### src/hw/rtl/mlss_pkg.sv
// Shared types, codes and constants of the multichannel LED strip serializer.
package mlss_pkg;

    localparam int CHANNELS_DEF = 8;
    localparam int MAX_LEDS_DEF = 1024;

    localparam int WORD_W     = 32;
    localparam int COUNT_W    = 11;
    localparam int CNT_W      = 20;
    localparam int HIGH_W     = 12;
    localparam int LINE_W     = 8;
    localparam int CFG_IDX_W  = 3;
    localparam int CFG_DATA_W = 20;
    localparam int MIN_LEDS   = 3;

    localparam logic [4:0] TOP_BIT_24 = 5'd23;
    localparam logic [4:0] TOP_BIT_32 = 5'd31;

    typedef enum logic [1:0] {
        OP_WRITE = 2'd0,
        OP_SHOW  = 2'd1,
        OP_TICK  = 2'd2
    } t_opcode;

    typedef enum logic [1:0] {
        PH_IDLE  = 2'd0,
        PH_SHIFT = 2'd1,
        PH_GAP   = 2'd2
    } t_phase;

    typedef enum logic [2:0] {
        ST_CLEAR,
        ST_IDLE,
        ST_EXEC,
        ST_LOAD,
        ST_RESP
    } t_state;

    typedef enum logic [2:0] {
        CFG_CHANNEL_MASK = 3'd0,
        CFG_LED_COUNT    = 3'd1,
        CFG_PIXEL_TYPE   = 3'd2,
        CFG_BRIGHTNESS   = 3'd3,
        CFG_ZERO_HIGH    = 3'd4,
        CFG_ONE_HIGH     = 3'd5,
        CFG_BIT_PERIOD   = 3'd6,
        CFG_RESET_GAP    = 3'd7
    } t_cfg_idx;

    typedef struct packed {
        logic [1:0] opcode;
        logic [4:0] channel;
        logic [9:0] led_index;
        logic [7:0] red;
        logic [7:0] green;
        logic [7:0] blue;
        logic [7:0] white;
    } t_cmd;

    typedef struct packed {
        logic [7:0] line_levels;
        logic [1:0] status;
        logic       rejected;
    } t_result;

    typedef struct packed {
        logic [HIGH_W-1:0] zero_high;
        logic [HIGH_W-1:0] one_high;
    } t_bit_timing;

endpackage

### src/hw/rtl/mlss_line.sv
// Data line levels from the shift words and the bit timing.
module mlss_line #(
    parameter int LANES = 8
) (
    input  logic [LANES-1:0][mlss_pkg::WORD_W-1:0] i_shift,
    input  logic [4:0]                             i_bit_pos,
    input  logic [mlss_pkg::CNT_W-1:0]             i_cnt,
    input  mlss_pkg::t_bit_timing                  i_timing,
    input  logic [LANES-1:0]                       i_lane_en,
    input  logic                                   i_shifting,
    output logic [mlss_pkg::LINE_W-1:0]            o_levels
);
    import mlss_pkg::*;

    always_comb begin
        o_levels = '0;
        for (int c = 0; c < LANES; c++) begin
            if (i_shifting && i_lane_en[c]) begin
                if (i_shift[c][i_bit_pos]) begin
                    o_levels[c] = (i_cnt < CNT_W'(i_timing.one_high));
                end else begin
                    o_levels[c] = (i_cnt < CNT_W'(i_timing.zero_high));
                end
            end
        end
    end

endmodule

### config.mk
export PLATFORM = sky130hd
export DESIGN_NAME = mlss_line
export DESIGN_NICKNAME = d
export VERILOG_FILES = /design/src/hw/rtl/mlss_pkg.sv /design/src/hw/rtl/mlss_line.sv
export SDC_FILE = /design/constraint.sdc
export NUM_CORES = 1
export LEC_CHECK = 0
export BUFFER_PORTS_ARGS = -buffer_cell sky130_fd_sc_hd__clkbuf_2
export CORE_AREA = 2 2 127 129
export DETAILED_ROUTE_END_ITERATION = 8
export DIE_AREA = 0 0 129 131
export PLACE_DENSITY = 0.55
export SLEW_MARGIN = 25
export SYNTH_ARGS = -nofsm -noshare
export SYNTH_HDL_FRONTEND = slang
export SYNTH_SLANG_ARGS = --single-unit
### constraint.sdc
create_clock -name vclk -period 5.1
set_clock_uncertainty 0.05 [all_clocks]
set_input_delay 0.765 -clock vclk [all_inputs]
set_output_delay 0.765 -clock vclk [all_outputs]
set_load 0.005 [all_outputs]
### Yosys cells after proc, flatten, opt, wreduce, memory -nomap -nowiden

Index checks and enable logic that the tools add are counted.

| operators by class | value |
|---|---|
| magnitude comparators | 3 |
| reductions and logical operators | 8 |
| multiplexer cells | 32 |

Operator list:

| cell | count |
|---|---|
| 1-bit binary-select mux with 5-bit select | 8 |
| 20-bit by 12-bit less-than comparator with 1-bit output | 2 |
| 1-bit two-way mux | 24 |
| 1-bit logical AND | 8 |
| 5-bit by 6-bit less-than comparator with 1-bit output, second input constant | 1 |

| word-level totals | value |
|---|---|
| logic and storage cells | 43 |
| register bits after elaboration | 0 |
| output and inout port bits | 8 |
| bits of input ports | 314 |

### Depth between registers and ports, before layout

| logic depth | value |
|---|---|
| depth in word-level cells | 4 |
| depth in mapped cells | 9 |

### Least setup slack after synthesis

No wires, ideal clock.

| timing path | value |
|---|---|
| kind | input to output |
| start point | input port i_timing[14] (netlist name) |
| end point | output port o_levels[0] (netlist name) |
| arrival | 2.046 ns |
| stages | 8 |
| slack | 2.239 ns |
| data required time | 4.285 ns |
| cell sequence | inv_1 > ha_1 > a211oi_1 > o21ai_0 > a211oi_1 > o211ai_2 > mux2i_1 > and3_1 |

| between the ends | value |
|---|---|
| longest elaborated chain between the ends | 3 |

Ends and longest elaborated chain:

| what | RTL line | text |
|---|---|---|
| start, declared | mlss_line.sv:8 | `input mlss_pkg::t_bit_timing i_timing,` |
| 20-bit by 12-bit less-than comparator with 1-bit output | mlss_line.sv:22 | `o_levels[c] = (i_cnt < CNT_W'(i_timing.zero_high));` |
| 1-bit two-way mux | mlss_line.sv:19 | `if (i_shift[c][i_bit_pos]) begin` |
| 1-bit two-way mux | mlss_line.sv:18 | `if (i_shifting && i_lane_en[c]) begin` |
| end, declared | mlss_line.sv:11 | `output logic [mlss_pkg::LINE_W-1:0] o_levels` |

No other way between the ends.

### Final worst setup path

| timing path | value |
|---|---|
| start point | input port i_bit_pos[1] |
| end point | output port o_levels[4] (netlist name) |

| between the ends | value |
|---|---|
| longest elaborated chain between the ends | 4 |

Ends and longest elaborated chain:

| what | RTL line | text |
|---|---|---|
| start, declared | mlss_line.sv:6 | `input logic [4:0] i_bit_pos,` |
| 1-bit binary-select mux with 5-bit select | mlss_line.sv:19 |  |
| 1-bit two-way mux (implied by the code) | mlss_line.sv:19 |  |
| 1-bit two-way mux | mlss_line.sv:19 |  |
| 1-bit two-way mux | mlss_line.sv:18 |  |

No other way between the ends. The select of a mux whose other input is x is not followed.

==> metrics.txt <==
Req. time, crit path=4.28 ns; total negative setup slack=0 ns; Gate Count Post-Synth=368; die outline area=16900 sq um; ANT nets after route=0; hold buffers post-CTS=0; Achievable Freq=0.245 GHz; Area Growth Syn to Fin=57.1%; fin nets=999; Levels on crit path=8; setup repair bufs after CTS=0; pre-CTS setup slack=0.960 ns; hold_ws=1.80 ns; delay-heaviest family, CP=simple AND/OR/NAND/NOR gates; global placement routability congestion=0.797; Slew Limit Fails=0; Total Routing Usage GR=0.166; DP Wirelength=14000 um; Final WS setup=1.01 ns; CP peak stage delay=0.65 ns; Critical Path AT=3.27 ns; clkbuf count=0; worst hold path type=in2out; min cycle time layout=4.09 ns; pin count of the biggest net entering global routing=44; synthesized cell area=2980 sq um; ratio of cells with drive above 1 in the final layout=0.520; drt pass-1 iters=4; Die Span Y=131 um; WL/cell=17.7 um; diode count=0; unrepaired setup endpoints after global routing=false; status=finished, final reports clean; fillers=1732; Reg area=0 sq um; vias in the first global route=3862; placed inst area=4680 sq um; core area=15600 sq um; VDD IR max=0.0537 mV; design area=4680 sq um; Max-Cap Viols=0; IO Port Bufs=322; CP Capture Type=output port; Final period util=0.801; nature of the critical path startpoint=input pin; WL final=15600 um; initial core utilization=0.191; worst slew pin tran=0.991 ns; Leak=2.70 nW; DRC errors left=0; CTS-repair resized insts=0; Via Count=3954; critical path's slowest cell=nor2b_1; number of synthesis warnings=0; sequential cells=0; I/O pin total=322; Buf/Inv on CP=2; Final Hold Viols=0; Avg Inst Size Synth=8.10 sq um; WS Path Type=in2out; die width=129 um; PD cells=75.2 nW/um^2; Critical Path Fanout Max=43; first-pass GRT wire length=21100 um; worst path cell trace=buf_4 -> nor2b_1 -> a22oi_1 -> o2111ai_1 -> nand4_1 -> mux2i_1 -> and3_1 -> clkbuf_2; initial antenna violation count=0; PnR Total Power=0.352 mW; 1st-iter DRT viols=174; GR Overflow Total=0; syn_nets=704; endpoints failing setup=0; Hold Crit Depth=3; share of the yosys chip area belonging to registers=0; Max-slew headroom=0.339; Cell variety after synth=31; num rows=46; vias per inst=4.51
==> Yosys cell counts, drive strengths merged (10+ instances only) <==
master,count,area share
nor2b,11,0.023
ha,22,0.092
nand4,10,0.021
inv,24,0.030
a21oi,12,0.020
nand2,20,0.025
nand3,18,0.030
buf,26,0.065
a22oi,40,0.10
mux2i,112,0.38
o211ai,10,0.027
==> report_power, final <==
part | switching, mW | internal, mW
Clock | 0 | 0
Sequential | 0 | 0
Combinational | 0.167 | 0.185
Total | 0.167 | 0.185
==> cell usage in the layout (no fill, tap or decap) <==
| cell | Yosys | final |
|---|---|---|
| o211ai_2 | 1 | 1 |
| o2111ai_1 | 8 | 8 |
| nand3_1 | 18 | 18 |
| mux4_2 | 8 | 8 |
| o221ai_1 | 1 | 1 |
| buf_2 | 5 | 1 |
| nand2_1 | 20 | 20 |
| o21ai_2 | 1 | 1 |
| buf_4 | 6 | 2 |
| a21oi_1 | 12 | 12 |
| nand4_1 | 10 | 10 |
| mux2i_1 | 112 | 112 |
| nor2_1 | 7 | 7 |
| ha_1 | 22 | 22 |
| o21ai_0 | 4 | 4 |
| or2_1 | 1 | 1 |
| and2_1 | 3 | 3 |
| nor2_2 | 1 | 1 |
| a22oi_1 | 40 | 40 |
| inv_1 | 24 | 24 |
| clkbuf_2 | 1 | 320 |
| and3_1 | 8 | 8 |
| mux2_2 | 8 | 8 |
| nor2b_2 | 0 | 1 |
| o211ai_1 | 9 | 9 |
| a21o_1 | 1 | 1 |
| nor4_1 | 2 | 2 |
| buf_12 | 0 | 1 |
| nor2b_1 | 11 | 10 |
| a211oi_1 | 5 | 5 |
==> path summary, 6_finish.rpt <==
kind	to	from	slack (ns)
worst max-delay path	o_levels[4]	i_bit_pos[1]	1.01
worst min-delay path	o_levels[5]	i_lane_en[5]	1.80
==> per-stage QoR <==
stage               cells  utilization
global route          877        0.300
detailed placement    877        0.300
finish                877        0.300
global placement      877        0.300
CTS                   877        0.300
floorplan             368            -
==> final cells by class <==
cell class,count,area (sq um),area share
Multi-Input combinational cell,313,2680,0.572
Inverter,24,90.1,0.0192
Tap cell,216,270,0.0577
Timing Repair Buffer,324,1640,0.351
==> worst min-delay path: cells and delay by family <==
kind | cells | cell delay [ns]
buffers and inverters | 2 | 0.18
AND/OR/NAND/NOR | 1 | 0.14
==> kinds of logic (layout without fill, tap and decap cells) <==
family	Yosys count	in the layout	synth area share
simple gates	81	81	0.140
buf+inv	55	348	0.102
compound gates	82	82	0.199
fa+ha+maj	22	22	0.0924
mux	128	128	0.467
==> layer usage <==
metal,up-vias,wire (um),share of wire,global-route usage
met5,-,0,0,0
met3,4,818,0.053,0.00936
met4,0,104,0.0067,0.0109
met1,1758,6430,0.41,0.199
met2,177,8210,0.53,0.336
li1,2015,-,-,-
No activity file was read; power rests on OpenSTA's default activity.
