### config.mk
export PLATFORM = sky130hd
export DESIGN_NAME = mlss_pack
export DESIGN_NICKNAME = d
export VERILOG_FILES = /design/src/hw/rtl/mlss_pkg.sv /design/src/hw/rtl/mlss_pack.sv
export SDC_FILE = /design/constraint.sdc
export NUM_CORES = 1
export LEC_CHECK = 0
export BUFFER_PORTS_ARGS = -buffer_cell sky130_fd_sc_hd__buf_2
export CORE_MARGIN = 2
export CORE_UTILIZATION = 40
export DETAILED_ROUTE_END_ITERATION = 10
export SYNTH_ARGS = -nofsm -noshare
export SYNTH_HDL_FRONTEND = slang
export SYNTH_SLANG_ARGS = --single-unit
### constraint.sdc
create_clock -name vclk -period 8.8
set_input_delay 1.76 -clock vclk [all_inputs]
set_output_delay 1.76 -clock vclk [all_outputs]
set_load 0.01 [all_outputs]
### src/hw/rtl/mlss_pkg.sv
// Shared types, codes and constants of the multichannel LED strip serializer.
package mlss_pkg;

    localparam int CHANNELS_DEF = 8;
    localparam int MAX_LEDS_DEF = 1024;

    localparam int WORD_W     = 32;
    localparam int COUNT_W    = 11;
    localparam int CNT_W      = 20;
    localparam int HIGH_W     = 12;
    localparam int LINE_W     = 8;
    localparam int CFG_IDX_W  = 3;
    localparam int CFG_DATA_W = 20;
    localparam int MIN_LEDS   = 3;

    localparam logic [4:0] TOP_BIT_24 = 5'd23;
    localparam logic [4:0] TOP_BIT_32 = 5'd31;

    typedef enum logic [1:0] {
        OP_WRITE = 2'd0,
        OP_SHOW  = 2'd1,
        OP_TICK  = 2'd2
    } t_opcode;

    typedef enum logic [1:0] {
        PH_IDLE  = 2'd0,
        PH_SHIFT = 2'd1,
        PH_GAP   = 2'd2
    } t_phase;

    typedef enum logic [2:0] {
        ST_CLEAR,
        ST_IDLE,
        ST_EXEC,
        ST_LOAD,
        ST_RESP
    } t_state;

    typedef enum logic [2:0] {
        CFG_CHANNEL_MASK = 3'd0,
        CFG_LED_COUNT    = 3'd1,
        CFG_PIXEL_TYPE   = 3'd2,
        CFG_BRIGHTNESS   = 3'd3,
        CFG_ZERO_HIGH    = 3'd4,
        CFG_ONE_HIGH     = 3'd5,
        CFG_BIT_PERIOD   = 3'd6,
        CFG_RESET_GAP    = 3'd7
    } t_cfg_idx;

    typedef struct packed {
        logic [1:0] opcode;
        logic [4:0] channel;
        logic [9:0] led_index;
        logic [7:0] red;
        logic [7:0] green;
        logic [7:0] blue;
        logic [7:0] white;
    } t_cmd;

    typedef struct packed {
        logic [7:0] line_levels;
        logic [1:0] status;
        logic       rejected;
    } t_result;

    typedef struct packed {
        logic [HIGH_W-1:0] zero_high;
        logic [HIGH_W-1:0] one_high;
    } t_bit_timing;

endpackage

### src/hw/rtl/mlss_pack.sv
// Brightness scaling and byte packing of one pixel word.
module mlss_pack (
    input  mlss_pkg::t_cmd                i_cmd,
    input  logic [7:0]                    i_pixel_type,
    input  logic [7:0]                    i_brightness,
    output logic [mlss_pkg::WORD_W-1:0]   o_word
);
    import mlss_pkg::*;

    function automatic logic [7:0] scale_byte(input logic [7:0] c, input logic [7:0] b);
        logic [15:0] prod;
        prod = 16'(c) * 16'(b);
        return (b != 8'd0) ? prod[15:8] : c;
    endfunction

    logic [7:0] s_red, s_green, s_blue, s_white;
    logic       wide;

    assign s_red   = scale_byte(i_cmd.red,   i_brightness);
    assign s_green = scale_byte(i_cmd.green, i_brightness);
    assign s_blue  = scale_byte(i_cmd.blue,  i_brightness);
    assign s_white = scale_byte(i_cmd.white, i_brightness);

    // White sharing the red position marks a 24-bit pixel.
    assign wide = (i_pixel_type[7:6] != i_pixel_type[5:4]);

    always_comb begin
        o_word = (WORD_W'(s_red)   << {i_pixel_type[5:4], 3'b000})
               | (WORD_W'(s_green) << {i_pixel_type[3:2], 3'b000})
               | (WORD_W'(s_blue)  << {i_pixel_type[1:0], 3'b000});
        if (wide) begin
            o_word = o_word | (WORD_W'(s_white) << {i_pixel_type[7:6], 3'b000});
        end
    end

endmodule

Word-level counts from Yosys, hierarchy flattened
Index checks and enable logic that the tools add are counted.
{ "op_classes": {"multipliers": 4, "eq_ne": 1, "shifts": 4, "mux": 5, "n_bitwise": 3, "n_reduce_logical": 1} }
{ "op_table": {"columns": ["operator", "count"], "rows": [
  ["8-bit by 5-bit << shifter with 32-bit output", 4],
  ["32-bit bitwise OR", 3],
  ["8-bit by 8-bit multiplier with 16-bit output", 4],
  ["32-bit 2-to-1 mux", 1],
  ["8-bit 2-to-1 mux", 4],
  ["8-bit nonzero test", 1],
  ["2-bit inequality test", 1]
]} }
{ "word_totals": {"ff_bits": 0, "in_bits": 65, "output_inout_bits": 32, "wordCells": 18} }

Logic depth before layout (Yosys ltp)
{ "depth": {"depth_word": 7, "mapped_depth": 19, "mapped_depth_nobuf": 18} }

Worst setup path after synthesis
OpenSTA, ideal clock, no wires.
{ "synth_timing": {"path_type": "in2out", "start": "input port i_brightness[2]", "end": "output port o_word[30] (netlist bit)", "arrival_ns": 5.907, "required_ns": 7.040, "path_slack_ns": 1.133, "cell_stages": 17, "path_buffers": 1, "cell_sequence": "clkbuf_1 -> and2_1 -> fa_1 -> fa_1 -> fa_1 -> inv_1 -> fa_1 -> inv_1 -> ha_1 -> nand2_1 -> or3_1 -> o21ai_2 -> o2111ai_2 -> and3b_1 -> o31ai_4 -> a222oi_1 -> o21ai_1"} }
{ "synth_via": {"elab_chain_len": 7, "elab_cells_between_ends": 17, "classes_between": "mul: 4; shift: 4; mux: 5; bitwise: 3; reduce/logical: 1"} }
{ "synth_rtl": {"columns": ["item", "line_no", "source"], "rows": [
  ["start, declared", "mlss_pack.sv:5", "input logic [7:0] i_brightness,"],
  ["8-bit by 8-bit multiplier with 16-bit output / 8-bit nonzero test (equally long branches)", "mlss_pack.sv:12, mlss_pack.sv:13", null],
  ["8-bit 2-to-1 mux", "mlss_pack.sv:13", "return (b != 8'd0) ? prod[15:8] : c;"],
  ["8-bit by 5-bit << shifter with 32-bit output, on equally long branches", "mlss_pack.sv:28, mlss_pack.sv:29", null],
  ["32-bit bitwise OR", "mlss_pack.sv:29", "| (WORD_W'(s_green) << {i_pixel_type[3:2], 3'b000})"],
  ["32-bit bitwise OR", "mlss_pack.sv:30", "| (WORD_W'(s_blue) << {i_pixel_type[1:0], 3'b000});"],
  ["32-bit bitwise OR", "mlss_pack.sv:32", "o_word = o_word | (WORD_W'(s_white) << {i_pixel_type[7:6], 3'b000});"],
  ["32-bit 2-to-1 mux *", "mlss_pack.sv:31", "if (wide) begin"],
  ["end, declared", "mlss_pack.sv:6", "output logic [mlss_pkg::WORD_W-1:0] o_word"]
]} }
Mark *: on every way between the ends. The rest lies on a longest branch, timed or not.

Final worst setup path
{ "layout_timing": {"start": "input port i_brightness[2]", "end": "output port o_word[28] (netlist bit)"} }
Same word-level chain as after synthesis.

==> flow_summary.yaml <==
critical_path:
  slowest_stage: "fa_1"
  path_common_cell: "fa_1"
  cp-end-kind: "primary output"
  cp_max_fo: 33
  cp_top_family: "adder cells"
  crit_path_cell_trace: "clkbuf_4 > and2_1 > fa_1 > inv_1 > fa_1 > inv_1 > fa_1 > fa_1 > ha_1 > a2111oi_1 > o21ai_1 > nand3_1 > a21oi_1 > o21a_1 > o31ai_2 > a221oi_1 > o211ai_1 > buf_2"
  critPathLaunchType: "input pin"
  cp.required_ns: 7.04
  critical_path_class: "input pin to primary output"
  cp.arrival_ns: 6.75
  cp_slowest_stage_delay_ns: 0.53
  cp.buffers_inverters: 4
synth:
  yosysTopAreaCell: "fa_1"
  synthCells: 1135
  synth_area_leaders: "fa_1 (31%), ha_1 (18%), and2_1 (14%)"
  synth_most_common_cell: "and2_1"
  syn_area_per_cell_sq_um: 8.05
  yosysWarningCount: 0
  ys_types: 59
  seq_area_frac_synth: 0
  syn_nets: 1472
  synth_common_cells: "and2_1 (199), inv_1 (181), fa_1 (140), ha_1 (132), nand2_1 (107)"
  synth_area_sq_um: 9130
  yosysTopAreaCellShare: 0.307
floorplan:
  die_w_microns: 155
  io_pins: 97
  row_count: 55
  start_util: 0.406
  fp.dieArea_sq_um: 24100
  die_h_microns: 155
  core_sq_um: 22500
sta:
  max_freq_mhz: 118
  min_period_over_period: 0.967
  min_period_ns: 8.51
  timing.hold.ws_ns: 3.98
  finalSetupTns_ns: 0
  setup_violations: 0
  worst_pin_slew_ns: 1.09
  max-slew-margin-rel: 0.270
  slew_violations: 0
  hold_viol: 0
  rsz0062_at_grt: "false"
layout:
  area_delta_synth_final_pct: 7.84
  seq_cells: 0
  diodes: 0
  drive_above_1_share: 0.0982
  fin_nets: 1520
  layout.area.seq_sq_um: 0
  clkbuf_count: 0
run:
  drv_cap: 0
clock_tree:
  cts_resized: 0
  postCtsSetupBuffers: 0
  hold_buffers: 0
pwr:
  p_leak_uw: 0.00497
  vdd_ir_drop_max_v: 0.000175
  pwr_density_cell_nw_per_um2: 193
global_route:
  grt_start_max_net_pins: 51
  grt.overflow.total: 0
  grt_use_total: 0.215
  antenna_found_initial: 0
  grt_pass1_vias: 7841
  grt_pass1_wl_mm: 41.9
placed_design:
  io_buffer_count: 80
  gp_congestion: 0.908
  place_hpwl_mm: 19.7
route:
  via_count: 8095
  drcViolationCount: 0
  vias_per_cell: 5.52
  wl_per_cell_microns: 17.4
  antenna_left: 0
  drt-pass1-iter-count: 5
  wl_mm: 25.5
  drt_iter0_drc: 566
min_path:
  hp-class: "input pin to primary output"
outcome:
  status: "finished, final reports clean"
[final cells by class]
class                      count  area [sq um]
tap                          285           357
inverter                     181           679
fill                        2262         12700
timing repair buffer         101           568
multi-input combinational    899          8240
[final timing paths]
check,startpoint,to,slack [ns],cells past startpoint
worst max-delay path,i_brightness[2],o_word[28],0.29,18
worst min-delay path,i_pixel_type[4],o_word[2],3.98,3
[worst min-delay path, stage by stage]
cell and delay (ns):
buf_2 0.17, o31ai_1 0.13, buf_2 0.16
[cells by family after synthesis]
family          count (synthesis)  synth area share
compound gates                174             0.134
fa+ha+maj                     272             0.488
mux                             7           0.00822
simple gates                  425             0.252
xor+xnor                       21            0.0201
buf+inv                       236            0.0982
[metrics by stage]
step	power (uW)	setup slack, ns	instance area (sq um)	instances	util
detailed placement	1870	0.213	9830	1466	0.437
global route	2150	0.0310	9850	1466	0.438
floorplan	1290	1.13	9130	1135	-
finish	1900	0.291	9850	1466	0.438
CTS	1890	0.212	9830	1466	0.437
global placement	1860	0.278	9830	1466	0.437
[cell usage in the layout (no fill, tap or decap), types with 6 or more instances in the layout]
cell type / n
and2_1: 199
inv_1: 181
fa_1: 140
ha_1: 132
nand2_1: 107
buf_2: 76
nor2_1: 36
a21oi_1: 31
o21ai_0: 28
nand3_1: 21
buf_4: 21
a22oi_1: 19
o211ai_1: 14
nand4_1: 13
a31oi_1: 13
xnor2_1: 12
xor2_1: 8
a21o_1: 7
nor3_1: 7
a221oi_1: 7
or3_1: 6
o21a_1: 6
and3_1: 6
o31ai_1: 6
nor2b_1: 6
[power by group]
group,switching (uW),internal [uW]
clock,0,0
combinational,1140,765
sequential,0,0
total,1140,765
[metal layers]
layer,up-vias,GRT usage,part of all wire
met5,-,0,0
met2,261,0.350,0.45
li1,3819,-,-
met4,0,0.0110,0.0061
met3,17,0.0170,0.064
met1,3998,0.327,0.48
Power figures use the tool's default switching activity.
